### src/rtl/core/stc_pkg.sv
// ----------------------------------------------------------------------------
// stc_pkg
// Shared types and constants for the sample timestamp to calendar converter.
// ----------------------------------------------------------------------------
`default_nettype none

package stc_pkg;

  // Register indexes, taken from paddr[2].
  localparam logic REG_RATE = 1'b0;
  localparam logic REG_BASE = 1'b1;

  localparam logic [14:0] RATE_RESET   = 15'd100;
  localparam logic [15:0] BASE_RESET   = 16'd17532;
  localparam logic [19:0] PERIOD_RESET = 20'd10000;
  localparam logic [19:0] US_PER_SEC   = 20'd1000000;
  localparam logic [16:0] SEC_PER_DAY  = 17'd86400;

  // Reciprocals for division by constants; each estimate is low by at most one.
  localparam logic [25:0] RCP_125   = 26'd34359738;    // 2^32 / 125
  localparam logic [31:0] RCP_15625 = 32'd2251799813;  // 2^45 / 15625
  localparam logic [27:0] RCP_675   = 28'd203613264;   // 2^37 / 675
  localparam logic [19:0] RCP_25    = 20'd671088;      // 2^24 / 25
  localparam logic [12:0] RCP_225   = 13'd4660;        // 2^20 / 225
  localparam logic [8:0]  RCP_15    = 9'd273;          // 2^12 / 15
  localparam logic [15:0] RCP_1461  = 16'd45933;       // 2^26 / 1461

  localparam logic [18:0] DAYS_1601_TO_1970 = 19'd134774;
  localparam logic [17:0] DAYS_400Y = 18'd146097;
  localparam logic [15:0] DAYS_100Y = 16'd36524;
  localparam logic [10:0] DAYS_4Y   = 11'd1461;
  localparam logic [8:0]  DAYS_1Y   = 9'd365;

  typedef struct packed {
    logic [19:0] period;
    logic [15:0] base_days;
  } cfg_t;

  typedef struct packed {
    logic [33:0] abs_sec;
    logic [19:0] frac;
  } ofs_t;

  typedef struct packed {
    logic [17:0] days;
    logic [4:0]  hour;
    logic [5:0]  minute;
    logic [5:0]  second;
    logic [13:0] tenth;
  } tod_t;

endpackage

`default_nettype wire

### src/rtl/core/stc_ofs.sv
// ----------------------------------------------------------------------------
// stc_ofs
// Five-stage pipeline: sample offset in microseconds, carry into seconds.
// ----------------------------------------------------------------------------
`default_nettype none

module stc_ofs (
  input  wire logic          clk,
  input  wire logic          rst,
  input  wire logic          in_valid,
  output logic               in_ready,
  input  wire logic [31:0]   secs,
  input  wire logic [29:0]   ns,
  input  wire logic [15:0]   idx,
  input  wire stc_pkg::cfg_t cfg,
  output logic               out_valid,
  input  wire logic          out_ready,
  output stc_pkg::ofs_t      out
);

  logic va, vb, vc, vd, ve;
  logic ena, enb, enc, end_s, ene;

  logic [26:0] x_a;
  logic [52:0] qp_a;
  logic [35:0] ip_a;
  logic [33:0] bs_a, bs_b, bs_c, bs_d;
  logic [36:0] us_b, us_c, us_d;
  logic [62:0] cp_c;
  logic [17:0] c1_d;
  logic [37:0] m_d;

  logic [20:0] q1;
  logic [26:0] r1;
  logic [20:0] q;
  logic [17:0] c1;
  logic [37:0] f0;
  logic        fge;
  logic [17:0] carry;
  logic [19:0] frac;

  // Each stage moves when it is empty or the next one moves.
  assign ene      = !ve || out_ready;
  assign end_s    = !vd || ene;
  assign enc      = !vc || end_s;
  assign enb      = !vb || enc;
  assign ena      = !va || enb;
  assign in_ready = ena;

  always_ff @(posedge clk) begin
    if (rst) begin
      {va, vb, vc, vd, ve} <= 5'd0;
    end else begin
      if (ena)   va <= in_valid;
      if (enb)   vb <= va;
      if (enc)   vc <= vb;
      if (end_s) vd <= vc;
      if (ene)   ve <= vd;
    end
  end

  // Stage A: nanoseconds over 1000 by reciprocal, sample offset product.
  always_ff @(posedge clk) begin
    if (ena) begin
      x_a  <= ns[29:3];
      qp_a <= 53'(ns[29:3]) * 53'(stc_pkg::RCP_125);
      ip_a <= 36'(idx) * 36'(cfg.period);
      bs_a <= 34'(cfg.base_days) * 34'(stc_pkg::SEC_PER_DAY) + 34'(secs);
    end
  end

  // Stage B: correct the quotient and form the microsecond sum.
  assign q1 = qp_a[52:32];
  assign r1 = x_a - 27'(28'(q1) * 28'd125);
  assign q  = q1 + 21'(r1 >= 27'd125);

  always_ff @(posedge clk) begin
    if (enb) begin
      us_b <= 37'(q) + 37'(ip_a);
      bs_b <= bs_a;
    end
  end

  // Stage C: microseconds over one million by reciprocal.
  always_ff @(posedge clk) begin
    if (enc) begin
      cp_c <= 63'(us_b[36:6]) * 63'(stc_pkg::RCP_15625);
      us_c <= us_b;
      bs_c <= bs_b;
    end
  end

  // Stage D: back-multiply the carry estimate.
  assign c1 = cp_c[62:45];

  always_ff @(posedge clk) begin
    if (end_s) begin
      c1_d <= c1;
      m_d  <= 38'(c1) * 38'(stc_pkg::US_PER_SEC);
      us_d <= us_c;
      bs_d <= bs_c;
    end
  end

  // Stage E: correct carry and fraction, add the carry into the seconds.
  assign f0    = 38'(us_d) - m_d;
  assign fge   = f0 >= 38'(stc_pkg::US_PER_SEC);
  assign carry = c1_d + 18'(fge);
  assign frac  = fge ? 20'(f0 - 38'(stc_pkg::US_PER_SEC)) : f0[19:0];

  always_ff @(posedge clk) begin
    if (ene) begin
      out.abs_sec <= bs_d + 34'(carry);
      out.frac    <= frac;
    end
  end

  assign out_valid = ve;

endmodule

`default_nettype wire

### config.mk
export PLATFORM = sky130hd
export DESIGN_NAME = stc_ofs
export DESIGN_NICKNAME = d
export VERILOG_FILES = /design/src/rtl/core/stc_pkg.sv /design/src/rtl/core/stc_ofs.sv
export SDC_FILE = /design/constraint.sdc
export NUM_CORES = 2
export LEC_CHECK = 0
export BUFFER_PORTS_ARGS = -buffer_cell sky130_fd_sc_hd__buf_2
export CAP_MARGIN = 20
export CORE_MARGIN = 8
export CORE_UTILIZATION = 39
export CTS_CLUSTER_DIAMETER = 40
export DETAILED_ROUTE_END_ITERATION = 7
export GPL_ROUTABILITY_DRIVEN = 0
export GPL_TIMING_DRIVEN = 0
export SETUP_SLACK_MARGIN = 0.3
export SLEW_MARGIN = 40
export SYNTH_ARGS = -nofsm -noshare
export SYNTH_HDL_FRONTEND = slang
export SYNTH_SLANG_ARGS = --single-unit
### constraint.sdc
create_clock -name clk -period 9.82 [get_ports clk]
set_input_delay 1.473 -clock clk [delete_from_list [all_inputs] [get_ports clk]]
set_output_delay 1.473 -clock clk [all_outputs]
set_load 0.1 [all_outputs]
==> results.toml <==
[sta]
tightestPinTransition_ns = 0.792
fin_worst_skew_ns = 0.0889
finalSetupViolCount = 0
fin_crit_sh_pct = 92.5
slew_headroom_pct = 47.2
rsz0062_at_grt = "true"
hold_viol = 0
setup_ws_ns = 0.733
slew_violations = 0
fin_crit_ns = 9.09
clock.fmax_mhz = 110

[grt]
grt_pass1_wl_um = 238000
grt_pass1_vias = 44600
antenna_found_initial = 4
gr-total-overflow = 0
grt_usage_pct = 16.4
grt_max_degree = 54

[synthesis]
synth-main-ff-cell = "edfxtp_1"
yosysUniqueCellTypes = 80
synthXorXnorAreaFrac_pct = 3.69
synth-edff-count = 450
yosys.area_share.adder_pct = 51.8
yosysWarnings = 0
syn_nets = 8312
async_flop_share_pct = 0
ys_seq_elements = 455
synth_top_family_by_area = "adder cells"
synth_cells = 6088
ys_seq_area_share_pct = 21.0
synth_compound_area_share_pct = 6.86
synthMuxAreaShare_pct = 0.173
synthSimpleGateAreaFrac_pct = 7.07
syn_area_per_cell_um2 = 10.7
synth_area_mm2 = 0.0650

[floorplanning]
core_region_area_mm2 = 0.165
die_width_um = 424
num_rows = 149
fp.dieH_um = 424
start_util_pct = 39.3
pin_count = 174
dieArea_mm2 = 0.180

[worst_setup_path]
startpoint_type = "flop"
path_class = "reg2reg"
r2r_cells = 36
arrival_ns = 9.48
crit_path_end_kind = "flop"
slowest_delay_ns = 0.53
crit_fanout = 9
crit_slowest_cell = "fa_1"
worst_ep_required_time_ns = 10.22

[routing]
dr.pass1.iters = 5
drc = 0
ant_nets = 0
first_iter_violations = 2118
wire_per_inst_um = 17.1
routed_via_density = 4.86
routed_wirelength_um = 147000
via_count = 41800

[placement]
pre_cts_slack_ns = -0.119
portBuffers = 154
dp_cells = 8440
hpwl_um = 127000

[worst_hold_path]
worstHoldPathCells = 0
hold_class = "reg2reg"

[clock_network]
cts_root_buf = "clkbuf_16"
htreeDepth = 2
clkLatencyLatePin_ns = 0.68
clock_sinks = 455
cts_tree = "done"
clkTransAtPathRegs_ns = 0.06
cts_inserted_buffers = 60
cts_buffer_depth = 3

[run_status]
status = "finished, final reports clean"

[layout]
fin_nets = 8582
drive_gt1_share_pct = 6.10
final_cells = 8601
syn_to_final_growth_pct = 9.68

[job]
max_cap_violations = 0
[layout make-up]
class,count,area (um^2)
diodes,2,5.00
plain buffers,76,322
clock buffers,63,1510
clock inverters,51,614
fillers,15800,93900
inverters,1549,5840
multi-input cells,4008,45300
flip-flops and latches,455,13600
well taps,2189,2740
repair buffers,208,1300
[synth_stat cells (all sizes together) (17+ instances only)]
library cell	number	area share (%)
a211oi	24	0.28
nand2	334	1.9
nand3	74	0.57
nor2b	30	0.29
o21a	31	0.36
a31oi	24	0.23
and3	33	0.32
edfxtp	450	21
o31ai	17	0.22
xor2	69	0.93
a21o	102	1.2
nand2b	32	0.31
nand4	39	0.40
nor3	37	0.29
inv	1549	9.0
o21bai	35	0.40
and2	133	1.3
ha	1134	22
o21ai	101	0.78
a21oi	217	1.7
fa	972	30
xnor2	205	2.8
nor2	168	0.97
clkbuf	66	0.38
[layer usage]
layer  GRT usage, %  up-vias  routed length [um]  share of wire [%]
met5              0        -                   0                  0
met4           2.87        0                2340                1.6
met3           2.16      158                6210                4.2
met2           27.5      804               69100                 47
met1           23.1    20700               69300                 47
li1               -    20100                   -                  -
[cell families (layout without fill, tap and decap cells)]
family                   count (synthesis)  after routing
AND/OR/NAND/NOR                        941            941
buffers and inverters                 1625           1947
other                                    0              2
XOR/XNOR                               274            274
adder cells (fa/ha/maj)               2106           2106
AO/OA/AOI/OAI                          676            676
flip-flops                             455            455
multiplexers                            11             11
[registers in the layout (all words and copies together) (netlist names)]
name,flops
ip_a,36
bs_c,34
vb,1
m_d,29
us_d,37
us_b,37
vd,1
x_a,27
us_c,37
cp_c,18
va,1
c1_d,18
bs_d,34
bs_a,34
vc,1
out_valid,1
qp_a,21
bs_b,34
out,54
[through the flow]
| step | area (um^2) | utilization, % | setup TNS (ns) | hold slack (ns) |
|---|---|---|---|---|
| global placement | 68500 | 41.4 | -0.267 | 0.402 |
| finish | 71200 | 43.1 | 0 | 0.379 |
| CTS | 70900 | 42.9 | 0 | 0.364 |
| global route | 71200 | 43.1 | 0 | 0.379 |
| floorplan | 65000 | - | 0 | 0.400 |
| detailed placement | 68700 | 41.6 | -0.437 | 0.405 |
[path summary, 6_finish.rpt]
check                   to      from  slack (ns)
setup reg to reg  us_b[33]  qp_a[48]        0.73
setup / recovery  us_b[33]  qp_a[48]        0.73
hold reg to reg   bs_b[15]  bs_a[15]        0.38
hold / removal    bs_b[15]  bs_a[15]        0.38
[worst max-delay path: cells and delay by family (launching register included)]
| family | cells | cell delay [ns] |
|---|---|---|
| buffers and inverters | 6 | 0.81 |
| adders and majority gates | 8 | 3.07 |
| DFF | 1 | 0.44 |
| xor gates and xnor gates | 1 | 0.07 |
| and+or+nand+nor | 7 | 1.75 |
| AOI/OAI and AO/OA | 14 | 2.69 |
[what timing repair did]
item,in CTS,in global routing
resized for setup,14,23
hold buffers,0,0
endpoints found under the hold margin,0,0
endpoints found under the setup margin,17,19
setup buffers,12,33
pin swaps,0,8
cloned,0,0
[cell usage in the layout, fill, tap and decap left out, types with 8 or more instances in the layout]
cell and count:
buf_12 8, xor2_1 69, and3_1 33, or2_2 11, fa_1 972, a21oi_1 215, a31oi_1 22, nand2_1 330
edfxtp_1 450, nor2_1 168, o21a_1 30, nor2b_1 30, o21ai_1 9, clkinvlp_4 11, clkbuf_16 60, o31ai_1 14
a21o_1 102, a211o_1 8, o211ai_1 16, nand4_1 38, mux2i_1 9, xnor2_1 205, nand3_1 73, buf_2 158
or3_1 12, inv_1 1532, ha_1 1134, o21bai_1 35, nor3_1 37, a211oi_1 24, o21ai_0 91, a21boi_0 10
buf_4 45, nand2b_1 32, clkbuf_1 67, and2_1 133, inv_2 10
Power is left out: the tool's default activity adds up to more than one toggle a clock period on the data nets, which glitch-free logic cannot reach.
