==> src/rtl/core/stc_pkg.sv <==
// ----------------------------------------------------------------------------
// stc_pkg
// Shared types and constants for the sample timestamp to calendar converter.
// ----------------------------------------------------------------------------
`default_nettype none

package stc_pkg;

  // Register indexes, taken from paddr[2].
  localparam logic REG_RATE = 1'b0;
  localparam logic REG_BASE = 1'b1;

  localparam logic [14:0] RATE_RESET   = 15'd100;
  localparam logic [15:0] BASE_RESET   = 16'd17532;
  localparam logic [19:0] PERIOD_RESET = 20'd10000;
  localparam logic [19:0] US_PER_SEC   = 20'd1000000;
  localparam logic [16:0] SEC_PER_DAY  = 17'd86400;

  // Reciprocals for division by constants; each estimate is low by at most one.
  localparam logic [25:0] RCP_125   = 26'd34359738;    // 2^32 / 125
  localparam logic [31:0] RCP_15625 = 32'd2251799813;  // 2^45 / 15625
  localparam logic [27:0] RCP_675   = 28'd203613264;   // 2^37 / 675
  localparam logic [19:0] RCP_25    = 20'd671088;      // 2^24 / 25
  localparam logic [12:0] RCP_225   = 13'd4660;        // 2^20 / 225
  localparam logic [8:0]  RCP_15    = 9'd273;          // 2^12 / 15
  localparam logic [15:0] RCP_1461  = 16'd45933;       // 2^26 / 1461

  localparam logic [18:0] DAYS_1601_TO_1970 = 19'd134774;
  localparam logic [17:0] DAYS_400Y = 18'd146097;
  localparam logic [15:0] DAYS_100Y = 16'd36524;
  localparam logic [10:0] DAYS_4Y   = 11'd1461;
  localparam logic [8:0]  DAYS_1Y   = 9'd365;

  typedef struct packed {
    logic [19:0] period;
    logic [15:0] base_days;
  } cfg_t;

  typedef struct packed {
    logic [33:0] abs_sec;
    logic [19:0] frac;
  } ofs_t;

  typedef struct packed {
    logic [17:0] days;
    logic [4:0]  hour;
    logic [5:0]  minute;
    logic [5:0]  second;
    logic [13:0] tenth;
  } tod_t;

endpackage

`default_nettype wire

==> src/rtl/core/stc_tod.sv <==
// ----------------------------------------------------------------------------
// stc_tod
// Five-stage pipeline: day number, time of day and 100 us fraction.
// ----------------------------------------------------------------------------
`default_nettype none

module stc_tod (
  input  wire logic          clk,
  input  wire logic          rst,
  input  wire logic          in_valid,
  output logic               in_ready,
  input  wire stc_pkg::ofs_t in,
  output logic               out_valid,
  input  wire logic          out_ready,
  output stc_pkg::tod_t      out
);

  logic va, vb, vc, vd, ve;
  logic ena, enb, enc, end_s, ene;

  logic [33:0] abs_a, abs_b;
  logic [54:0] dp_a;
  logic [37:0] tp_a;
  logic [19:0] frac_a;
  logic [17:0] days_b, days_c, days_d;
  logic [34:0] dm_b;
  logic [13:0] tenth_b, tenth_c, tenth_d;
  logic [16:0] sod_c, sod_d;
  logic [25:0] hp_d;

  logic [17:0] d1;
  logic [13:0] t1;
  logic [19:0] tr;
  logic [17:0] s0;
  logic        sge;
  logic [4:0]  h1;
  logic [16:0] hr0;
  logic        hge;
  logic [4:0]  hour;
  logic [11:0] hr;
  logic [18:0] mp;
  logic [5:0]  m1;
  logic [11:0] mr0;
  logic        mge;
  logic [5:0]  sec;

  assign ene      = !ve || out_ready;
  assign end_s    = !vd || ene;
  assign enc      = !vc || end_s;
  assign enb      = !vb || enc;
  assign ena      = !va || enb;
  assign in_ready = ena;

  always_ff @(posedge clk) begin
    if (rst) begin
      {va, vb, vc, vd, ve} <= 5'd0;
    end else begin
      if (ena)   va <= in_valid;
      if (enb)   vb <= va;
      if (enc)   vc <= vb;
      if (end_s) vd <= vc;
      if (ene)   ve <= vd;
    end
  end

  // Stage A: day estimate and fraction estimate by reciprocal.
  always_ff @(posedge clk) begin
    if (ena) begin
      dp_a   <= 55'(in.abs_sec[33:7]) * 55'(stc_pkg::RCP_675);
      tp_a   <= 38'(in.frac[19:2]) * 38'(stc_pkg::RCP_25);
      abs_a  <= in.abs_sec;
      frac_a <= in.frac;
    end
  end

  // Stage B: back-multiply the day estimate, finish the fraction.
  assign d1 = dp_a[54:37];
  assign t1 = tp_a[37:24];
  assign tr = frac_a - 20'(21'(t1) * 21'd100);

  always_ff @(posedge clk) begin
    if (enb) begin
      days_b  <= d1;
      dm_b    <= 35'(d1) * 35'(stc_pkg::SEC_PER_DAY);
      abs_b   <= abs_a;
      tenth_b <= t1 + 14'(tr >= 20'd100);
    end
  end

  // Stage C: correct the day count, second of day.
  assign s0  = 18'(35'(abs_b) - dm_b);
  assign sge = s0 >= 18'(stc_pkg::SEC_PER_DAY);

  always_ff @(posedge clk) begin
    if (enc) begin
      days_c  <= days_b + 18'(sge);
      sod_c   <= sge ? 17'(s0 - 18'(stc_pkg::SEC_PER_DAY)) : s0[16:0];
      tenth_c <= tenth_b;
    end
  end

  // Stage D: hour estimate.
  always_ff @(posedge clk) begin
    if (end_s) begin
      hp_d    <= 26'(sod_c[16:4]) * 26'(stc_pkg::RCP_225);
      sod_d   <= sod_c;
      days_d  <= days_c;
      tenth_d <= tenth_c;
    end
  end

  // Stage E: correct hour, then minute and second of the remainder.
  assign h1   = hp_d[24:20];
  assign hr0  = sod_d - 17'(h1 * 17'd3600);
  assign hge  = hr0 >= 17'd3600;
  assign hour = h1 + 5'(hge);
  assign hr   = hge ? 12'(hr0 - 17'd3600) : hr0[11:0];
  assign mp   = 19'(hr[11:2]) * 19'(stc_pkg::RCP_15);
  assign m1   = mp[17:12];
  assign mr0  = hr - 12'(m1 * 12'd60);
  assign mge  = mr0 >= 12'd60;
  assign sec  = mge ? 6'(mr0 - 12'd60) : mr0[5:0];

  always_ff @(posedge clk) begin
    if (ene) begin
      out.days   <= days_d;
      out.hour   <= hour;
      out.minute <= m1 + 6'(mge);
      out.second <= sec;
      out.tenth  <= tenth_d;
    end
  end

  assign out_valid = ve;

endmodule

`default_nettype wire

==> config.mk <==
export PLATFORM = sky130hd
export DESIGN_NAME = stc_tod
export DESIGN_NICKNAME = d
export VERILOG_FILES = /design/src/rtl/core/stc_pkg.sv /design/src/rtl/core/stc_tod.sv
export SDC_FILE = /design/constraint.sdc
export NUM_CORES = 2
export LEC_CHECK = 0
export ABC_AREA = 1
export BUFFER_PORTS_ARGS = -buffer_cell sky130_fd_sc_hd__buf_2
export CAP_MARGIN = 10
export CORE_MARGIN = 1
export CORE_UTILIZATION = 60
export CTS_BUF_LIST = sky130_fd_sc_hd__clkbuf_4 sky130_fd_sc_hd__clkbuf_8
export DETAILED_ROUTE_END_ITERATION = 8
export PLACE_DENSITY = 0.89
export SLEW_MARGIN = 20
export SYNTH_ARGS = -nofsm -noshare
export SYNTH_HDL_FRONTEND = slang
export SYNTH_SLANG_ARGS = --single-unit
==> constraint.sdc <==
create_clock -name clk -period 10.37 [get_ports clk]
set_input_delay 1.037 -clock clk [delete_from_list [all_inputs] [get_ports clk]]
set_output_delay 1.037 -clock clk [all_outputs]
set_load 0.02 [all_outputs]
==> reports/metrics.csv <==
metric;value;unit
fp.dieW;237;um
die_area;56400;um^2
crit_slowest_cell;fa_1;
wirelength;69200;um
final_layout_size_suffix_gt1_frac;0.104;
grt_start_max_net_pins;61;
top_layer;met4;
syn_area;33300;um^2
rows;85;
wire_per_inst;16.6;um
synth_seq_cells;285;
synthArstFlopShare;0;
m1WireLength;28200;um
antenna_found_initial;1;
end_kind;register;
place_congestion;0.935;
fin_nets;4532;
hold_start;tenth_d[13];
hold_slack;405;ps
clock_latency;570;ps
syn_area_per_cell;10.5;um^2
coreArea;54300;um^2
hold_violations;0;
crit_arrival;10570;ps
yosysWarnings;0;
rr_startpoint;hp_d[23];
fin_crit;10240;ps
finalNonFillerCells;4161;
crit_type;reg2reg;
setup_tns;0;ps
drtIter0Drc;1096;
yosys.area.top_type;ha_1;
grt.overflow.total;0;
hold_path.class;reg2reg;
path_max_fanout;4;
fmax;97.7;MHz
fillers;3880;
place_hpwl;56500;um
ys.flop_type;edfxtp_1;
drt_first_pass_iters;6;
cts_made_buffers;42;
synth_edf_count;280;
syn-num-nets;4320;
cts_tree;built;
dp.cells;4065;
yosys.area.top_type_share;0.284;
wl_met2;34900;um
rsz0062_at_grt;true;
clk_pin_slew_worst_paths;70;ps
drc;0;
clock_path_buffers;3;
wl_met3;3600;um
track_usage;0.251;
max_slew_margin;0.415;
finalSetupViolCount;0;
h-tree-depth;2;
synthCells;3176;
skew;25.0;ps
portBuffers;106;
slowest_delay;570;ps
clkSinkCount;285;
drv_slew;0;
cp-startpoint;hp_d[23];
ant_nets;0;
crit_path_frequent_cell;nand2_2;
maxCapViolations;0;
status;completed;
ys_seq_area_frac;0.256;
synth.distinct_cells;49;
yosys-top-cells-area;ha_1 (28%), edfxtp_1 (25%), fa_1 (20%);
start_util;0.612;
cp.required;10700;ps
worstMarginPinSlew;876;ps
fin_crit_sh;0.987;
vias;22700;
grt_pass1_vias;24300;
grt_pass1_wl;114000;um
via_per_inst;5.46;
cts-root-buf;clkbuf_8;
die_y;237;um
critPathLaunchType;register;
pin_count;109;
syn2layout_area_growth;9.58;%
registers in the layout, summed over array words and instances (netlist names), 5 cells and up:
name and cells:
tenth_d 14, out 49, abs_a 18, days_d 18
frac_a 18, sod_c 17, tp_a 14, tenth_c 14
sod_d 17, days_c 18, tenth_b 14, dp_a 18
dm_b 10, days_b 18, abs_b 18, hp_d 5
synth_stat cells (3+ instances only):
| master | n |
|---|---|
| ha_1 | 754 |
| inv_1 | 683 |
| fa_1 | 332 |
| nand2_1 | 298 |
| edfxtp_1 | 280 |
| a21oi_1 | 180 |
| nor2_1 | 152 |
| xor2_1 | 104 |
| nand3_1 | 75 |
| o21ai_0 | 75 |
| xnor2_1 | 60 |
| nand4_1 | 22 |
| nor3_1 | 19 |
| a21o_1 | 14 |
| o21bai_1 | 13 |
| o211ai_1 | 12 |
| a31oi_1 | 10 |
| nand2_2 | 10 |
| xor2_2 | 8 |
| o21a_1 | 6 |
| or2_2 | 6 |
| dfxtp_1 | 5 |
| inv_2 | 5 |
| nand2_4 | 5 |
| o31ai_1 | 5 |
| nor4_1 | 4 |
| a211oi_1 | 3 |
| a21boi_0 | 3 |
| o21ai_1 | 3 |
metrics by stage:
stage / setup WS [ps] / instance area, um^2 / util
global placement: -6.11 / 35100 / 0.646
detailed placement: -274 / 35100 / 0.646
global route: -331 / 36500 / 0.671
CTS: 9.33 / 36000 / 0.663
finish: 132 / 36500 / 0.671
floorplan: 55.3 / 33300 / -
layer usage:
layer	vias up	global-route usage
li1	10900	-
met2	629	0.455
met5	-	0
met4	0	0.0915
met3	207	0.0319
met1	11000	0.306
worst paths after layout:
| check | cells after the start | slack, ps | endpoint |
|---|---|---|---|
| hold / removal | 0 | 400 | out[13] |
| setup / recovery | 60 | 130 | out[23] |
| hold reg to reg | 0 | 400 | out[13] |
| setup reg to reg | 60 | 130 | out[23] |
layout make-up:
type,instances,area (um^2),share of cell area
multi-input combinational,2201,22600,0.619
sequential,285,8510,0.233
timing repair buffer,170,1010,0.0278
inverter,688,2590,0.0709
tap,739,925,0.0254
clock buffer,49,631,0.0173
clock inverter,28,220,0.00604
antenna,1,2.50,0.0000686
worst max-delay path, delay by kind of cell, from the launching register on:
kind                     cells  cell delay, ps
adder cells (fa/ha/maj)     13            4140
AND/OR/NAND/NOR             19            1780
AO/OA/AOI/OAI               10            1570
buffers and inverters       12            1080
XOR/XNOR                     6            1030
flip-flops                   1             380
cell usage in the layout (no fill, tap or decap), types with 10 or more instances in the layout:
cell,instances
nor2_1,150
nand2_1,281
clkbuf_8,42
nand4_1,22
nand3_1,72
xor2_1,102
nand2_2,24
inv_2,19
xor2_2,10
a21oi_1,171
xnor2_1,56
ha_4,13
nor3_1,17
a21o_1,14
buf_2,106
fa_1,330
clkinv_1,15
o21bai_1,13
o21ai_0,71
ha_1,740
buf_4,63
o211ai_1,12
edfxtp_1,280
inv_1,667
cells by family (layout without fill, tap and decap cells):
logic type / count (synthesis) / in the layout / synth area share
other: 0 / 1 / 0
and+or+nand+nor: 603 / 603 / 0.0775
xor gates and xnor gates: 173 / 173 / 0.0476
adders and majority gates: 1086 / 1086 / 0.483
DFF: 285 / 285 / 0.256
buffers and inverters: 690 / 935 / 0.0781
AOI/OAI and AO/OA: 339 / 339 / 0.0577
timing repair:
action                                  in CTS  in global routing
endpoints found under the setup margin       5                 10
setup buffers                                4                 15
pin swaps                                    7                 45
gates resized for setup                     10                 69
gates cloned                                 0                  0
hold buffers                                 0                  0
endpoints found under the hold margin        0                  0
Power is not shown: default switching activity piles up to over one toggle a cycle in this logic, so the estimate is an artifact.
