## src/rtl/core/stc_pkg.sv

```systemverilog
// ----------------------------------------------------------------------------
// stc_pkg
// Shared types and constants for the sample timestamp to calendar converter.
// ----------------------------------------------------------------------------
`default_nettype none

package stc_pkg;

  // Register indexes, taken from paddr[2].
  localparam logic REG_RATE = 1'b0;
  localparam logic REG_BASE = 1'b1;

  localparam logic [14:0] RATE_RESET   = 15'd100;
  localparam logic [15:0] BASE_RESET   = 16'd17532;
  localparam logic [19:0] PERIOD_RESET = 20'd10000;
  localparam logic [19:0] US_PER_SEC   = 20'd1000000;
  localparam logic [16:0] SEC_PER_DAY  = 17'd86400;

  // Reciprocals for division by constants; each estimate is low by at most one.
  localparam logic [25:0] RCP_125   = 26'd34359738;    // 2^32 / 125
  localparam logic [31:0] RCP_15625 = 32'd2251799813;  // 2^45 / 15625
  localparam logic [27:0] RCP_675   = 28'd203613264;   // 2^37 / 675
  localparam logic [19:0] RCP_25    = 20'd671088;      // 2^24 / 25
  localparam logic [12:0] RCP_225   = 13'd4660;        // 2^20 / 225
  localparam logic [8:0]  RCP_15    = 9'd273;          // 2^12 / 15
  localparam logic [15:0] RCP_1461  = 16'd45933;       // 2^26 / 1461

  localparam logic [18:0] DAYS_1601_TO_1970 = 19'd134774;
  localparam logic [17:0] DAYS_400Y = 18'd146097;
  localparam logic [15:0] DAYS_100Y = 16'd36524;
  localparam logic [10:0] DAYS_4Y   = 11'd1461;
  localparam logic [8:0]  DAYS_1Y   = 9'd365;

  typedef struct packed {
    logic [19:0] period;
    logic [15:0] base_days;
  } cfg_t;

  typedef struct packed {
    logic [33:0] abs_sec;
    logic [19:0] frac;
  } ofs_t;

  typedef struct packed {
    logic [17:0] days;
    logic [4:0]  hour;
    logic [5:0]  minute;
    logic [5:0]  second;
    logic [13:0] tenth;
  } tod_t;

endpackage

`default_nettype wire

```

## src/rtl/core/stc_cfg.sv

```systemverilog
// ----------------------------------------------------------------------------
// stc_cfg
// Register file and serial divider that derives the sample period.
// ----------------------------------------------------------------------------
`default_nettype none

module stc_cfg (
  input  wire logic         clk,
  input  wire logic         rst,
  input  wire logic         psel,
  input  wire logic         penable,
  input  wire logic         pwrite,
  input  wire logic [2:0]   paddr,
  input  wire logic [31:0]  pwdata,
  output logic [31:0]       prdata,
  output stc_pkg::cfg_t     cfg,
  output logic              busy
);

  logic [14:0] sample_rate;
  logic [15:0] base_days;
  logic [19:0] period;
  logic [14:0] divisor;
  logic [14:0] rem;
  logic [19:0] dvd;
  logic [4:0]  count;
  logic        wr;
  logic [15:0] trial;
  logic        ge;
  logic [14:0] rem_next;

  assign wr = psel & penable & pwrite;

  // Readback of the two registers.
  assign prdata = (paddr[2] == stc_pkg::REG_BASE) ? {16'd0, base_days}
                                                  : {17'd0, sample_rate};

  // One restoring step: a quotient bit per cycle while busy.
  assign trial    = {rem, dvd[19]};
  assign ge       = trial >= {1'b0, divisor};
  assign rem_next = ge ? 15'(trial - {1'b0, divisor}) : trial[14:0];

  always_ff @(posedge clk) begin
    if (rst) begin
      sample_rate <= stc_pkg::RATE_RESET;
      base_days   <= stc_pkg::BASE_RESET;
      period      <= stc_pkg::PERIOD_RESET;
      busy        <= 1'b0;
      count       <= 5'd0;
    end else if (wr && paddr[2] == stc_pkg::REG_RATE) begin
      sample_rate <= pwdata[14:0];
      busy        <= 1'b1;
      count       <= 5'd0;
    end else begin
      if (wr && paddr[2] == stc_pkg::REG_BASE) begin
        base_days <= pwdata[15:0];
      end
      if (busy) begin
        count <= count + 5'd1;
        if (count == 5'd19) begin
          busy   <= 1'b0;
          period <= {dvd[18:0], ge};
        end
      end
    end
  end

  // Divider datapath; a rate of zero divides by one.
  always_ff @(posedge clk) begin
    if (wr && paddr[2] == stc_pkg::REG_RATE) begin
      divisor <= (pwdata[14:0] == 15'd0) ? 15'd1 : pwdata[14:0];
      rem     <= 15'd0;
      dvd     <= stc_pkg::US_PER_SEC;
    end else if (busy) begin
      rem <= rem_next;
      dvd <= {dvd[18:0], ge};
    end
  end

  assign cfg.period    = period;
  assign cfg.base_days = base_days;

endmodule

`default_nettype wire

```

## config.mk

```make
export PLATFORM = sky130hd
export DESIGN_NAME = stc_cfg
export DESIGN_NICKNAME = d
export VERILOG_FILES = /design/src/rtl/core/stc_pkg.sv /design/src/rtl/core/stc_cfg.sv
export SDC_FILE = /design/constraint.sdc
export NUM_CORES = 1
export LEC_CHECK = 0
export BUFFER_PORTS_ARGS = -buffer_cell sky130_fd_sc_hd__buf_2
export CORE_MARGIN = 2
export CORE_UTILIZATION = 55
export CTS_BUF_LIST = sky130_fd_sc_hd__clkbuf_16
export DETAILED_ROUTE_END_ITERATION = 10
export PLACE_DENSITY = 0.85
export SETUP_SLACK_MARGIN = 0.1
export SLEW_MARGIN = 30
export SYNTH_ARGS = -nofsm -noshare
export SYNTH_HDL_FRONTEND = slang
export SYNTH_SLANG_ARGS = --single-unit
export TNS_END_PERCENT = 10
```

## constraint.sdc

```tcl
create_clock -name clk -period 3.7 [get_ports clk]
set_input_delay 0.37 -clock clk [delete_from_list [all_inputs] [get_ports clk]]
set_output_delay 0.37 -clock clk [all_outputs]
set_load 0.01 [all_outputs]
```

==> impl_metrics.env <==
export IMPL_synthArstFlopShare_pct=0
export IMPL_cts_path_max_buffers=2
export IMPL_grt_start_max_net_pins=58
export IMPL_first_pass_iters=5
export IMPL_dieArea_um2=10130
export IMPL_cts_tree="yes"
export IMPL_fp_dieH_um=100.6
export IMPL_core_rowCount=35
export IMPL_max_cap_violations=0
export IMPL_p_int_mw=2.269
export IMPL_multi_input_comb_area_um2=2475
export IMPL_p_sw_share_pct=33.89
export IMPL_cts_clk_slew_worst_paths_ns=0.07
export IMPL_vdd_ir_drop_max_uv=347.6
export IMPL_finClkSkew_ns=0.006586
export IMPL_drc=0
export IMPL_powerDensity_nw_per_um2=602.8
export IMPL_worst_slew_margin_rel_pct=45.90
export IMPL_fmax_ghz=0.3343
export IMPL_htreeDepth=3
export IMPL_fp_coreArea_um2=9153
export IMPL_ys_seq_area_share_pct=44.62
export IMPL_routed_wl_mm=11.32
export IMPL_hpwl_mm=7.470
export IMPL_layout_common_cells="122 x nand2_1, 91 x dfxtp_1, 73 x buf_2, 56 x a21oi_1, 27 x mux2i_1"
export IMPL_regToRegEndpoint="rem[5]"
export IMPL_yosysWarnings=0
export IMPL_arrival_ns=3.20
export IMPL_place_congestion=0.9067
export IMPL_initial_core_util_pct=56.13
export IMPL_grt_overflow=0
export IMPL_synth_edf_count=15
export IMPL_criticalPathCategory="register to register"
export IMPL_grt_first_pass_wirelength_mm=18.71
export IMPL_cts_buffers=9
export IMPL_finalHoldViolCount=0
export IMPL_synth_top_flop_cell="dfxtp_1"
export IMPL_cpPeakStageDelay_ns=0.72
export IMPL_final_common_cell="nand2_1"
export IMPL_power_share_clock_pct=28.2
export IMPL_seq_power_share_pct=42.2
export IMPL_cp_max_fo=18
export IMPL_critPathTopFamily="compound AO/OA/AOI/OAI gates"
export IMPL_slew_violations=0
export IMPL_ant_nets=0
export IMPL_antenna_found_initial=0
export IMPL_leakagePower_nw=2.386
export IMPL_start_kind="register"
export IMPL_synth_distinct_cells=59
export IMPL_rsz0062_at_grt="false"
export IMPL_fin_setup_tns_ns=0
export IMPL_ff2ff_path_depth=9
export IMPL_avgSynthCellArea_um2=8.722
export IMPL_register_area_um2=2293
export IMPL_cp_startpoint="dvd[19]"
export IMPL_min_path_type="input pin to register"
export IMPL_cts_sinks=107
export IMPL_postCtsHoldBufs=0
export IMPL_worstMarginPinSlew_ns=0.8093
export IMPL_fp_dieW_um=100.6
export IMPL_via_per_inst=5.777
export IMPL_routedWlPerCell_um=15.28
export IMPL_setup_viol=0
export IMPL_required_ns=3.90
export IMPL_crit_path_end="rem[5]"
export IMPL_min_period_ns=2.991
export IMPL_io_pins=109
export IMPL_fin_crit_sh_pct=80.85
export IMPL_vias=4281
export IMPL_holdPathStages=1
export IMPL_finalNetCount=682
export IMPL_syn_area_um2=5137
export IMPL_area_growth_pct=10.84
export IMPL_endpoint_kind="register"
export IMPL_ys_ff_latch=107
export IMPL_combPwrFrac_pct=29.6
export IMPL_gr_usage_all_layers_pct=22.87
export IMPL_clock_latency_ns=0.34
export IMPL_crit_buf_inv=1
export IMPL_cts_resized=0
export IMPL_n_fill_cell=701
export IMPL_p_switching_mw=1.163
export IMPL_final_util_pct=62.21
export IMPL_r2r_start="dvd[19]"
export IMPL_grt_pass1_vias=3992
export IMPL_diodes=0
export IMPL_r2r_setup_slack_ns=0.71
export IMPL_root_buffer="clkbuf_16"
export IMPL_cts_setup_buffers=0
export IMPL_drt_initial_drc_count=254
export IMPL_syn_inst=589
export IMPL_crit_chain="inv_1, ha_1, fa_1, nand2b_1, o2bb2ai_1, a211oi_1, o21a_1, mux2i_1, a21oi_1"
export IMPL_drive_above_1_share_pct=18.25
export IMPL_outcome="complete, no violations"
export IMPL_cp_depth=9
export IMPL_port_buffers=74
export IMPL_slowest_stage="o21a_1"
## metrics by stage
stage | hold slack (ns) | setup WS [ns] | total power [mW] | instances | instance area (um2)
2_1_floorplan | 0.4338 | 1.344 | 2.278 | 604 | 5194
3_3_place_gp | 0.4403 | 0.8379 | 2.413 | 725 | 5384
3_5_place_dp | 0.4464 | 0.7527 | 2.461 | 725 | 5384
4_1_cts | 0.2521 | 0.7103 | 3.424 | 741 | 5689
5_1_grt | 0.2551 | 0.5229 | 3.609 | 741 | 5694
6_report | 0.2560 | 0.7085 | 3.433 | 741 | 5694
## cell usage after synthesis, drive strengths merged, types with 5 or more instances
| cell | n | area [um2] |
|---|---|---|
| nand4 | 9 | 56.30 |
| mux2i | 27 | 270.3 |
| buf | 32 | 210.2 |
| xor2 | 5 | 43.79 |
| o21ai | 21 | 105.1 |
| nand3b | 17 | 127.6 |
| nand3 | 8 | 40.04 |
| nand2b | 6 | 37.54 |
| o21a | 6 | 45.04 |
| mux2 | 15 | 168.9 |
| a31oi | 5 | 31.28 |
| nor2 | 19 | 71.32 |
| a21oi | 56 | 280.3 |
| dfxtp | 92 | 1842 |
| nor3 | 8 | 45.04 |
| edfxtp | 15 | 450.4 |
| ha | 16 | 200.2 |
| inv | 23 | 86.33 |
| xnor2 | 7 | 61.31 |
| nand2 | 122 | 457.9 |
| clkbuf | 35 | 132.6 |
## worst min-delay path by stage
stage                   start        endpoint  slack, ns
2_1_floorplan  sample_rate[0]  sample_rate[0]       0.43
3_3_place_gp   sample_rate[0]  sample_rate[0]       0.44
3_5_place_dp   sample_rate[0]  sample_rate[0]       0.45
4_1_cts             pwdata[2]      divisor[2]       0.25
5_1_grt             pwdata[2]      divisor[2]       0.26
6_report            pwdata[2]      divisor[2]       0.26
## cell families (layout without fill, tap and decap cells)
logic type / Yosys count / in the layout / synth area share (%)
DFF: 107 / 107 / 44.62
buffers and inverters: 90 / 116 / 8.353
xor gates and xnor gates: 12 / 12 / 2.046
and+or+nand+nor: 207 / 207 / 18.97
adders and majority gates: 17 / 17 / 4.286
AOI/OAI and AO/OA: 113 / 113 / 13.10
other: 1 / 16 / 0.07299
muxes: 42 / 42 / 8.548
## state kept, by name, summed over array words and instances, names as in the netlist
| register | flops |
|---|---|
| base_days | 16 |
| busy | 1 |
| count | 5 |
| divisor | 15 |
| dvd | 20 |
| period | 20 |
| rem | 15 |
| sample_rate | 15 |
## power by group through the flow
stage / Combinational (mW) / Clock [mW] / Sequential, mW
after floorplan: 0.842 / 0 / 1.44
after global placement: 0.951 / 0 / 1.46
after detailed placement: 0.990 / 0 / 1.47
after CTS: 1.00 / 0.974 / 1.45
after global routing: 1.13 / 1.01 / 1.47
final: 1.02 / 0.969 / 1.45
## per-layer routing
metal / share of wire (%) / GRT usage [%] / routed length, um / vias to the layer above
li1: - / - / - / 2056
met1: 43 / 29.38 / 4923 / 2056
met2: 50 / 38.00 / 5605 / 156
met3: 5.6 / 4.646 / 637 / 13
met4: 1.4 / 8.641 / 158 / 0
met5: 0 / 0 / 0 / -
## worst register-to-register path: stages, from the launching register on
cell       delay (ns)
dfxtp_1          0.33
inv_1            0.06
ha_1             0.23
fa_1             0.41
nand2b_1         0.21
o2bb2ai_1        0.20
a211oi_1         0.32
o21a_1           0.72
mux2i_1          0.28
a21oi_1          0.09
## final cells by class
class | count | area share [%]
multi-input combinational | 407 | 43.46
sequential | 107 | 40.28
timing repair buffer | 77 | 6.944
clock buffer | 10 | 4.395
tap | 111 | 2.439
inverter | 23 | 1.516
clock inverter | 6 | 0.9668
Note: power is estimated with default switching activity, not from simulation.
