### config.mk
export PLATFORM = sky130hd
export DESIGN_NAME = stc_civ
export DESIGN_NICKNAME = d
export VERILOG_FILES = /design/src/rtl/core/stc_pkg.sv /design/src/rtl/core/stc_civ.sv
export SDC_FILE = /design/constraint.sdc
export NUM_CORES = 1
export LEC_CHECK = 0
export BUFFER_PORTS_ARGS = -buffer_cell sky130_fd_sc_hd__buf_2
export CORE_ASPECT_RATIO = 1.4
export CORE_MARGIN = 2
export CORE_UTILIZATION = 25
export DETAILED_ROUTE_END_ITERATION = 16
export HOLD_SLACK_MARGIN = 0.06
export PLACE_DENSITY = 0.38
export RECOVER_POWER = 50
export SLEW_MARGIN = 0
export SYNTH_ARGS = -nofsm -noshare
export SYNTH_HDL_FRONTEND = slang
export SYNTH_SLANG_ARGS = --single-unit
### constraint.sdc
create_clock -name clk -period 12.7 [get_ports clk]
set_clock_uncertainty 0.15 [all_clocks]
set_input_delay 1.905 -clock clk [delete_from_list [all_inputs] [get_ports clk]]
set_output_delay 1.905 -clock clk [all_outputs]
set_load 0.01 [all_outputs]
### src/rtl/core/stc_pkg.sv
// ----------------------------------------------------------------------------
// stc_pkg
// Shared types and constants for the sample timestamp to calendar converter.
// ----------------------------------------------------------------------------
`default_nettype none

package stc_pkg;

  // Register indexes, taken from paddr[2].
  localparam logic REG_RATE = 1'b0;
  localparam logic REG_BASE = 1'b1;

  localparam logic [14:0] RATE_RESET   = 15'd100;
  localparam logic [15:0] BASE_RESET   = 16'd17532;
  localparam logic [19:0] PERIOD_RESET = 20'd10000;
  localparam logic [19:0] US_PER_SEC   = 20'd1000000;
  localparam logic [16:0] SEC_PER_DAY  = 17'd86400;

  // Reciprocals for division by constants; each estimate is low by at most one.
  localparam logic [25:0] RCP_125   = 26'd34359738;    // 2^32 / 125
  localparam logic [31:0] RCP_15625 = 32'd2251799813;  // 2^45 / 15625
  localparam logic [27:0] RCP_675   = 28'd203613264;   // 2^37 / 675
  localparam logic [19:0] RCP_25    = 20'd671088;      // 2^24 / 25
  localparam logic [12:0] RCP_225   = 13'd4660;        // 2^20 / 225
  localparam logic [8:0]  RCP_15    = 9'd273;          // 2^12 / 15
  localparam logic [15:0] RCP_1461  = 16'd45933;       // 2^26 / 1461

  localparam logic [18:0] DAYS_1601_TO_1970 = 19'd134774;
  localparam logic [17:0] DAYS_400Y = 18'd146097;
  localparam logic [15:0] DAYS_100Y = 16'd36524;
  localparam logic [10:0] DAYS_4Y   = 11'd1461;
  localparam logic [8:0]  DAYS_1Y   = 9'd365;

  typedef struct packed {
    logic [19:0] period;
    logic [15:0] base_days;
  } cfg_t;

  typedef struct packed {
    logic [33:0] abs_sec;
    logic [19:0] frac;
  } ofs_t;

  typedef struct packed {
    logic [17:0] days;
    logic [4:0]  hour;
    logic [5:0]  minute;
    logic [5:0]  second;
    logic [13:0] tenth;
  } tod_t;

endpackage

`default_nettype wire

### src/rtl/core/stc_civ.sv
// ----------------------------------------------------------------------------
// stc_civ
// Five-stage pipeline: day number to Gregorian year and day of year.
// ----------------------------------------------------------------------------
`default_nettype none

module stc_civ (
  input  wire logic          clk,
  input  wire logic          rst,
  input  wire logic          in_valid,
  output logic               in_ready,
  input  wire stc_pkg::tod_t in,
  output logic               out_valid,
  input  wire logic          out_ready,
  output logic [11:0]        year,
  output logic [8:0]         day_of_year,
  output stc_pkg::tod_t      tod
);

  logic va, vb, vc, vd, ve;
  logic ena, enb, enc, end_s, ene;

  logic [1:0]  n400_a, n400_b, n400_c, n400_d;
  logic [17:0] d_a;
  logic [1:0]  n100_b, n100_c, n100_d;
  logic [15:0] d_b, d_c;
  logic [31:0] p_c;
  logic [4:0]  n4_d;
  logic [10:0] d_d;
  stc_pkg::tod_t t_a, t_b, t_c, t_d;

  logic [18:0] d0;
  logic [1:0]  n400;
  logic [17:0] d4;
  logic [1:0]  n100;
  logic [4:0]  n4e;
  logic [15:0] r4;
  logic        r4ge;
  logic [1:0]  n1;
  logic [10:0] d1;

  assign ene      = !ve || out_ready;
  assign end_s    = !vd || ene;
  assign enc      = !vc || end_s;
  assign enb      = !vb || enc;
  assign ena      = !va || enb;
  assign in_ready = ena;

  always_ff @(posedge clk) begin
    if (rst) begin
      {va, vb, vc, vd, ve} <= 5'd0;
    end else begin
      if (ena)   va <= in_valid;
      if (enb)   vb <= va;
      if (enc)   vc <= vb;
      if (end_s) vd <= vc;
      if (ene)   ve <= vd;
    end
  end

  // Stage A: shift to 1601 and split off whole 400-year cycles.
  assign d0 = 19'(in.days) + stc_pkg::DAYS_1601_TO_1970;

  always_comb begin
    if (d0 >= 19'(2 * stc_pkg::DAYS_400Y)) begin
      n400 = 2'd2;
      d4   = 18'(d0 - 19'(2 * stc_pkg::DAYS_400Y));
    end else if (d0 >= 19'(stc_pkg::DAYS_400Y)) begin
      n400 = 2'd1;
      d4   = 18'(d0 - 19'(stc_pkg::DAYS_400Y));
    end else begin
      n400 = 2'd0;
      d4   = d0[17:0];
    end
  end

  always_ff @(posedge clk) begin
    if (ena) begin
      n400_a <= n400;
      d_a    <= d4;
      t_a    <= in;
    end
  end

  // Stage B: centuries, the last day of a 400-year cycle stays in the fourth.
  always_comb begin
    if (d_a >= 18'(3 * stc_pkg::DAYS_100Y)) begin
      n100 = 2'd3;
    end else if (d_a >= 18'(2 * stc_pkg::DAYS_100Y)) begin
      n100 = 2'd2;
    end else if (d_a >= 18'(stc_pkg::DAYS_100Y)) begin
      n100 = 2'd1;
    end else begin
      n100 = 2'd0;
    end
  end

  always_ff @(posedge clk) begin
    if (enb) begin
      n400_b <= n400_a;
      n100_b <= n100;
      d_b    <= 16'(d_a - 18'(n100) * 18'(stc_pkg::DAYS_100Y));
      t_b    <= t_a;
    end
  end

  // Stage C: four-year estimate by reciprocal.
  always_ff @(posedge clk) begin
    if (enc) begin
      p_c    <= 32'(d_b) * 32'(stc_pkg::RCP_1461);
      d_c    <= d_b;
      n400_c <= n400_b;
      n100_c <= n100_b;
      t_c    <= t_b;
    end
  end

  // Stage D: correct the four-year count.
  assign n4e  = p_c[30:26];
  assign r4   = d_c - 16'(n4e * 16'(stc_pkg::DAYS_4Y));
  assign r4ge = r4 >= 16'(stc_pkg::DAYS_4Y);

  always_ff @(posedge clk) begin
    if (end_s) begin
      n4_d   <= n4e + 5'(r4ge);
      d_d    <= r4ge ? 11'(r4 - 16'(stc_pkg::DAYS_4Y)) : r4[10:0];
      n400_d <= n400_c;
      n100_d <= n100_c;
      t_d    <= t_c;
    end
  end

  // Stage E: single years, the leap day at the end stays in the fourth year.
  always_comb begin
    if (d_d >= 11'(3 * stc_pkg::DAYS_1Y)) begin
      n1 = 2'd3;
    end else if (d_d >= 11'(2 * stc_pkg::DAYS_1Y)) begin
      n1 = 2'd2;
    end else if (d_d >= 11'(stc_pkg::DAYS_1Y)) begin
      n1 = 2'd1;
    end else begin
      n1 = 2'd0;
    end
  end

  assign d1 = d_d - 11'(n1) * 11'(stc_pkg::DAYS_1Y);

  always_ff @(posedge clk) begin
    if (ene) begin
      year        <= 12'd1601 + 12'(n400_d) * 12'd400 + 12'(n100_d) * 12'd100
                     + 12'(n4_d) * 12'd4 + 12'(n1);
      day_of_year <= 9'(d1) + 9'd1;
      tod         <= t_d;
    end
  end

  assign out_valid = ve;

endmodule

`default_nettype wire

==> results.json, run 1 <==
{
  "grt_max_degree": 71,
  "tns_ns": 0,
  "synth_flop_cell": "edfxtp_1",
  "vias": 11500,
  "worstHoldStart": "t_d[44]",
  "synth_compound_area_share_pct": 7.18,
  "endpoint_kind": "flip-flop",
  "synth_cell_types": 82,
  "cts.path.max_buffers": 3,
  "clk_pin_slew_worst_paths_ns": 0.07,
  "synth_edf_count": 351,
  "place.gp.congestion": 0.821,
  "synth_top_area_share_pct": 51.3,
  "setup_viol": 0,
  "critical-path-max-stage-delay_ns": 0.57,
  "syn2layout_area_growth_pct": 15.0,
  "synth_top_family_by_area": "adder cells",
  "nFillCells": 8471,
  "yosysMostFrequentCell": "edfxtp_1",
  "ys_ff_latch": 356,
  "r2r_cells": 20,
  "nNetsFinal": 2108,
  "io_pins": 125,
  "startpoint_type": "flip-flop",
  "crit_family": "adder cells",
  "multiInputGateArea_sq_um": 8670,
  "max_freq_ghz": 0.156,
  "reg2reg_from": "d_b[14]",
  "avgRoutedWirePerCell_um": 15.9,
  "antenna_found_initial": 2,
  "post-route-period-util_pct": 50.5,
  "synth_area_leaders": "edfxtp_1 51%, ha_1 14%, fa_1 12%",
  "synth_xor_area_share_pct": 3.91,
  "syn_area_sq_um": 20500,
  "critPathMaxFanout": 7,
  "min_path_type": "reg2reg",
  "insertion_delay_ns": 0.55,
  "min_path_cells": 0,
  "htreeDepth": 2,
  "die_x_um": 246,
  "r2r-end": "p_c[30]",
  "run_status": "complete, but fails checks",
  "drv_slew": 71,
  "violations": "capacitance limit, slew limit",
  "cts_hold_buf": 0,
  "crit_top_cell": "fa_1",
  "slowest_stage": "fa_1",
  "layout-drive-gt1-share_pct": 9.65,
  "fp.dieH_um": 343,
  "cp.arrival_ns": 6.57,
  "cts_tree": "done",
  "num_rows": 124,
  "synthMuxAreaShare_pct": 0.104,
  "regArea_sq_um": 10600,
  "hold_viol_final": 0,
  "max_cap_viol_count": 1,
  "syn_inst": 1546,
  "drt_iter0_drc": 497,
  "grt_setup_unrepaired": "no",
  "critical_path_depth": 20,
  "cts_resized": 0,
  "grt_usage_pct": 10.6,
  "r2r_setup_slack_ns": 6.29,
  "crit_required_ns": 12.85,
  "period_minus_slack_ns": 6.41,
  "grt_overflow": 0,
  "core_sq_um": 81600,
  "grt_first_pass_wirelength_mm": 69.0,
  "async_flop_share_pct": 0,
  "relSlewSlack_pct": -164,
  "drcViolationCount": 0,
  "syn_nets": 1952,
  "via_per_inst": 4.09,
  "tightest_slew_ns": 3.96,
  "path_cells": "inv_1, ha_1, fa_1, inv_1, fa_1, fa_1, fa_1, inv_1, fa_1, inv_1, ha_1, a21oi_1, o221ai_1, or4_1, a221oi_1, o21ai_0, a31oi_1, o21bai_1, a21oi_1, xnor2_1",
  "path_class": "reg2reg",
  "synth_simple_gate_area_share_pct": 4.83,
  "ant_nets": 0,
  "initial_core_util_pct": 25.2,
  "yosys.area.top_type": "edfxtp_1",
  "root_buffer": "clkbuf_16",
  "synth_sequential_area_ratio_pct": 51.8,
  "dp.final_hpwl_mm": 35.5,
  "dr.pass1.iters": 5,
  "dieArea_sq_um": 84500,
  "numCtsBuffers": 38,
  "synth_commonest_cells": "351 x edfxtp_1, 319 x inv_1, 229 x ha_1",
  "wirelength_mm": 44.5,
  "portBuffers": 124,
  "hold-path-endpoint": "tod[44]",
  "ys_warn_count": 0,
  "postCtsSetupBuffers": 0,
  "synth_adder_area_share_pct": 26.0,
  "grt_pass1_vias": 12000,
  "syn_area_per_cell_sq_um": 13.3,
  "cts_sinks": 356,
  "cp_num_buf_inv": 4
}
worst max path at each step:
stage,startpoint,endpoint,slack (ns)
after floorplan,out_ready,in_ready,6.62
after global placement,d_b[4],p_c[30],6.29
after detailed placement,d_b[4],p_c[30],6.22
after CTS,d_b[4],p_c[30],6.26
after global routing,d_b[14],p_c[30],5.91
final,d_b[14],p_c[30],6.29
final cells by class:
type / instances / share of cell area [%]
well taps: 1071 / 5.67
inverters: 321 / 5.11
clock inverters: 21 / 0.609
diodes: 1 / 0.0106
flip-flops and latches: 356 / 45.0
multi-input cells: 857 / 36.7
repair buffers: 128 / 2.47
clock buffers: 48 / 4.40
flip-flops by register name (all words and copies together), names as in the netlist, 5 cells and up:
| name | flops |
|---|---|
| n4_d | 5 |
| d_c | 16 |
| d_a | 18 |
| t_b | 49 |
| t_a | 49 |
| tod | 49 |
| p_c | 5 |
| day_of_year | 9 |
| year | 12 |
| d_b | 16 |
| t_c | 49 |
| d_d | 11 |
| t_d | 49 |
cell usage in the layout, fill, tap and decap left out, types with 6 or more instances in the layout:
master	count
a21o_1	25
a21oi_1	49
a31oi_1	18
and2_1	6
buf_2	74
clkbuf_1	57
clkbuf_16	39
clkinv_1	7
clkinv_2	8
edfxtp_1	351
fa_1	124
ha_1	229
inv_1	317
nand2_1	43
nand2b_1	12
nand3_1	18
nor2_1	53
nor2b_1	10
nor3_1	20
nor4_1	6
o211ai_1	9
o21a_1	9
o21ai_0	30
o21bai_1	9
xnor2_1	59
xor2_1	29
per-layer routing:
metal	part of all wire, %	global-route usage [%]
met1	40	12.1
met2	55	20.0
met3	2.8	1.57
met4	2.9	3.51
met5	0.029	0
cell families after synthesis:
family | count (synthesis)
flops | 356
fa+ha+maj | 353
xor+xnor | 90
simple gates | 201
compound gates | 211
mux | 2
buf+inv | 333
metrics by stage:
| stage | setup WS [ns] | instance area, sq um | cells | hold WS, ns | util (%) |
|---|---|---|---|---|---|
| after global routing | 5.91 | 23600 | 2803 | 0.261 | 28.9 |
| after global placement | 6.29 | 22500 | 2733 | 0.251 | 27.6 |
| after floorplan | 6.62 | 20500 | 1546 | 0.250 | - |
| after detailed placement | 6.22 | 22500 | 2733 | 0.255 | 27.6 |
| final | 6.29 | 23600 | 2803 | 0.254 | 28.9 |
| after CTS | 6.26 | 23700 | 2802 | 0.246 | 29.0 |
Power of run 1 is not shown: default switching activity piles up to over one toggle a cycle in this logic, so the estimate is an artifact.
==> inputs of run 2 (changes only) <==
Settings changed: ABC_AREA set to 1, PLACE_DENSITY 0.38 to 0.39.
Clock period 12.7 ns to 5.35 ns, I/O delays scaled along.
==> run 2 against run 1 <==
  * The flow now finishes without violations
  * Sequential share of layout area is 4.0 points lower
  * Core utilization up 1.3 points
  * Flip-flop and latch count stayed put
  * Via count increased by 18%
==> results.json, run 2 <==
{
  "run_status": "finished, final reports clean",
  "insertion_delay_ns": 0.58,
  "nNetsFinal": 2561,
  "ant_nets": 0,
  "numCtsBuffers": 39,
  "htreeDepth": 2,
  "yosysMostFrequentCell": "inv_1",
  "synth_area_leaders": "edfxtp_1 49%, ha_1 13%, fa_1 11%",
  "endpoint_kind": "flip-flop",
  "async_flop_share_pct": 0,
  "grt_pass1_vias": 14600,
  "ys_ff_latch": 356,
  "dp.final_hpwl_mm": 38.3,
  "synth_flop_cell": "edfxtp_1",
  "wirelength_mm": 48.7,
  "layout-drive-gt1-share_pct": 16.8,
  "syn_area_per_cell_sq_um": 11.3,
  "setup_viol": 0,
  "io_pins": 125,
  "cp.arrival_ns": 5.32,
  "synth_sequential_area_ratio_pct": 49.1,
  "core_sq_um": 85800,
  "grt_overflow": 0,
  "syn_area_sq_um": 21600,
  "drv_slew": 0,
  "place.gp.congestion": 0.817,
  "dieArea_sq_um": 89000,
  "path_class": "reg2reg",
  "grt_first_pass_wirelength_mm": 77.6,
  "drt_iter0_drc": 453,
  "clk_pin_slew_worst_paths_ns": 0.06,
  "relSlewSlack_pct": 34.4,
  "tns_ns": 0,
  "synth_edf_count": 351,
  "syn2layout_area_growth_pct": 19.8,
  "ys_warn_count": 0,
  "syn_nets": 2319,
  "startpoint_type": "flip-flop",
  "yosys.area.top_type": "edfxtp_1",
  "die_x_um": 253,
  "insertedDiodeCount": 0,
  "final_cell_mix": "379 x inv_1, 351 x edfxtp_1, 314 x nand2_1, 198 x ha_1, 120 x fa_1",
  "syn_inst": 1913,
  "post-route-period-util_pct": 96.5,
  "layout_commonest_cell": "inv_1",
  "grt_usage_pct": 11.1,
  "root_buffer": "clkbuf_16",
  "crit_required_ns": 5.51,
  "drcViolationCount": 0,
  "synth_top_area_share_pct": 48.7,
  "synth_commonest_cells": "393 x inv_1, 351 x edfxtp_1, 318 x nand2_1",
  "num_rows": 127,
  "portBuffers": 124,
  "via_per_inst": 4.14,
  "nFillCells": 8858,
  "grt_max_degree": 72,
  "antenna_found_initial": 1,
  "max_cap_viol_count": 0,
  "cts_sinks": 356,
  "period_minus_slack_ns": 5.16,
  "cts_tree": "done",
  "fp.dieH_um": 352,
  "max_freq_ghz": 0.194,
  "dr.pass1.iters": 4,
  "synth_cell_types": 48,
  "min_path_type": "in2reg",
  "avgRoutedWirePerCell_um": 14.9,
  "critPathMaxFanout": 4,
  "tightest_slew_ns": 0.984,
  "cts.path.max_buffers": 3,
  "initial_core_util_pct": 25.2,
  "vias": 13600,
  "hold_viol_final": 0
}
[run 2: cell count changes after synthesis, sizes merged, moves of 26 or more]
cell | before | now
a21oi | 49 | 75
xor2 | 31 | 64
nand2 | 46 | 339
xnor2 | 59 | 24
inv | 321 | 404
nor2 | 54 | 85
nand4 | 4 | 30
nand3 | 20 | 74
[run 2: worst paths after layout]
check,cells past startpoint,to,start,slack [ns]
worst max-delay path,21,p_c[28],d_b[12],0.19
worst min-delay path,1,t_a[21],in[21],0.25
worst max register to register,21,p_c[28],d_b[12],0.19
worst min register to register,0,t_d[14],t_c[14],0.26
[run 2: layout make-up]
class                      count  area [sq um]  area share (%)
inverter                     404          1530            5.90
clock buffer                  47          1010            3.88
timing repair buffer         212          1290            4.96
sequential                   356         10600            41.0
clock inverter                18           181           0.699
multi-input combinational   1142          9920            38.2
tap                         1096          1370            5.29
[run 2: cell families (layout without fill, tap and decap cells)]
logic type                 Yosys count  in the layout  share of synthesized area [%]
and+or+nand+nor                    555            555                           11.4
AOI/OAI and AO/OA                  146            146                           3.74
adders and majority gates          353            353                           24.7
buffers and inverters              415            681                           7.43
DFF                                356            356                           49.1
xor gates and xnor gates            88             88                           3.63
[run 2: metal layers]
metal	vias up	routed length, um	track usage (%)
li1	6771	-	-
met3	76	1350	1.48
met2	175	27000	21.9
met1	6530	18700	11.8
met4	0	1600	3.95
met5	-	0	0
[run 2: timing repair]
item / 4_1_cts / 5_1_grt
endpoints found under the setup margin: 2 / 7
endpoints found under the hold margin: 0 / 0
gates cloned: 0 / 0
pin swaps: 1 / 51
gates resized for setup: 3 / 87
setup buffers: 3 / 28
hold buffers: 0 / 0
[run 2: worst max-delay path, stage by stage (launching register included)]
cell,delay [ns]
edfxtp_1,0.40
buf_4,0.17
ha_4,0.27
inv_1,0.06
fa_1,0.48
fa_1,0.51
inv_1,0.05
fa_1,0.49
fa_1,0.51
inv_2,0.04
fa_1,0.52
inv_1,0.07
ha_4,0.26
nand2_4,0.09
buf_4,0.10
buf_4,0.10
nor2_1,0.04
a21oi_1,0.14
o211ai_1,0.12
nand2_1,0.07
o2111ai_1,0.11
xor2_1,0.17
[run 2: per-stage QoR]
step / hold slack [ns] / area, sq um / util [%] / std cells / setup WS (ns)
6_report: 0.251 / 25900 / 30.2 / 3275 / 0.186
5_1_grt: 0.225 / 25900 / 30.2 / 3275 / -0.0182
4_1_cts: 0.213 / 25300 / 29.4 / 3247 / -0.00105
3_5_place_dp: 0.255 / 24000 / 28.0 / 3179 / -0.0221
3_3_place_gp: 0.251 / 24000 / 28.0 / 3179 / -0.0215
2_1_floorplan: 0.250 / 21700 / - / 1913 / -1.07
Power of run 2 is left out for the same reason.
==> inputs of run 3 (changes only) <==
Settings changed: CORE_ASPECT_RATIO 1.4 to 1.2, PLACE_DENSITY 0.39 to unset.
==> run 3 against run 2 <==
  * Register-to-register slack about the same
  * Cell count increased by 0.34%
  * Highest routed layer unchanged
  * Core utilization decreased by 0.39 points
  * Flip-flop and latch count unchanged
  * Count of clock-buffer cells in the layout increased by 1
  * Critical endpoint is now p_c[26]
==> results.json, run 3 (synthesis results as in run 2) <==
{
  "run_status": "finished, final reports clean",
  "cp_num_buf_inv": 5,
  "wirelength_mm": 43.0,
  "min_path_type": "reg2reg",
  "grt_usage_pct": 9.72,
  "ant_nets": 0,
  "htreeDepth": 2,
  "final_cell_mix": "388 x inv_1, 351 x edfxtp_1, 314 x nand2_1, 201 x ha_1, 121 x fa_1",
  "clk_pin_slew_worst_paths_ns": 0.06,
  "critPathMaxFanout": 3,
  "antenna_found_initial": 0,
  "max_cap_viol_count": 0,
  "vias": 13300,
  "dr.pass1.iters": 5,
  "post-route-period-util_pct": 96.5,
  "critical-path-max-stage-delay_ns": 0.52,
  "cts.path.max_buffers": 3,
  "die_x_um": 273,
  "dp.final_hpwl_mm": 33.3,
  "layoutNonFillerInstCount": 3286,
  "cts_sinks": 356,
  "final_util_pct": 29.8,
  "io_pins": 125,
  "via_per_inst": 4.04,
  "place.gp.congestion": 0.874,
  "nNetsFinal": 2525,
  "grt_first_pass_wirelength_mm": 69.4,
  "hold_viol_final": 0,
  "layout-drive-gt1-share_pct": 14.6,
  "max_freq_ghz": 0.194,
  "grt_pass1_vias": 13900,
  "cp.arrival_ns": 5.31,
  "crit_required_ns": 5.50,
  "initial_core_util_pct": 25.2,
  "cts_tree": "done",
  "relSlewSlack_pct": 30.7,
  "post-place-cells": 3203,
  "r2r_setup_slack_ns": 0.19,
  "path_class": "reg2reg",
  "fp.dieH_um": 326,
  "root_buffer": "clkbuf_16",
  "endpoint_kind": "flip-flop",
  "grt_max_degree": 76,
  "period_minus_slack_ns": 5.16,
  "setup_viol": 0,
  "startpoint_type": "flip-flop",
  "avgRoutedWirePerCell_um": 13.1,
  "cts_hold_buf": 0,
  "numCtsBuffers": 37,
  "syn2layout_area_growth_pct": 18.6,
  "crit_family": "adder cells",
  "drv_slew": 0,
  "insertedDiodeCount": 0,
  "layout_commonest_cell": "inv_1",
  "nFillCells": 8757,
  "insertion_delay_ns": 0.55,
  "portBuffers": 124,
  "slowest_stage": "fa_1",
  "num_rows": 118,
  "core_sq_um": 86100,
  "dieArea_sq_um": 89000,
  "drt_iter0_drc": 581,
  "grt_overflow": 0,
  "tightest_slew_ns": 1.04,
  "drcViolationCount": 0,
  "path_cells": "buf_6, ha_4, inv_1, fa_1, fa_1, inv_1, fa_2, fa_1, inv_1, fa_1, inv_1, ha_4, a21o_1, o31ai_2, nand2_1, a31oi_1, nor2_1, nor2_1, xnor2_1"
}
==> run 3: routing by layer <==
layer	up-vias	routed length (um)	global-route usage, %
met5	-	0	0
met4	0	1470	3.63
met3	83	1120	1.36
met2	191	23800	19.3
met1	6310	16600	10.1
li1	6703	-	-
==> run 3: timing repair <==
item	4_1_cts	5_1_grt
gates resized for setup	3	62
setup buffers	0	17
endpoints found under the hold margin	0	0
endpoints found under the setup margin	1	5
pin swaps	0	28
==> run 3: cell type report <==
cell class / instances / area (sq um) / share of cell area, %
timing repair buffer: 178 / 1010 / 3.92
clock inverter: 18 / 230 / 0.896
clock buffer: 48 / 997 / 3.88
tap: 1140 / 1430 / 5.55
inverter: 404 / 1530 / 5.96
sequential: 356 / 10600 / 41.4
multi-input combinational: 1142 / 9850 / 38.4
==> run 3: worst reg2reg max path: cells and delay by family (launching register included) <==
family,cells,cell delay [ns]
adder cells (fa/ha/maj),7,2.90
XOR/XNOR,1,0.08
AO/OA/AOI/OAI,3,0.61
flip-flops,1,0.46
AND/OR/NAND/NOR,3,0.29
buffers and inverters,5,0.41
==> run 3: path summary, 6_finish.rpt <==
check	startpoint	to	depth (start not counted)
setup / recovery	d_b[12]	p_c[26]	19
hold / removal	t_c[6]	t_d[6]	0
setup reg to reg	d_b[12]	p_c[26]	19
hold reg to reg	t_c[6]	t_d[6]	0
==> run 3: per-stage QoR <==
step	worst slack (ns)	hold WS (ns)	cell area [sq um]	setup TNS [ns]
detailed placement	-0.0901	0.255	23900	-0.0901
global placement	-0.0824	0.250	23900	-0.0824
finish	0.187	0.263	25700	0
CTS	0.000743	0.236	25200	0
global route	-0.0402	0.235	25700	-0.0927
floorplan	-1.07	0.250	21700	-106.98
Power of run 3 is left out for the same reason.
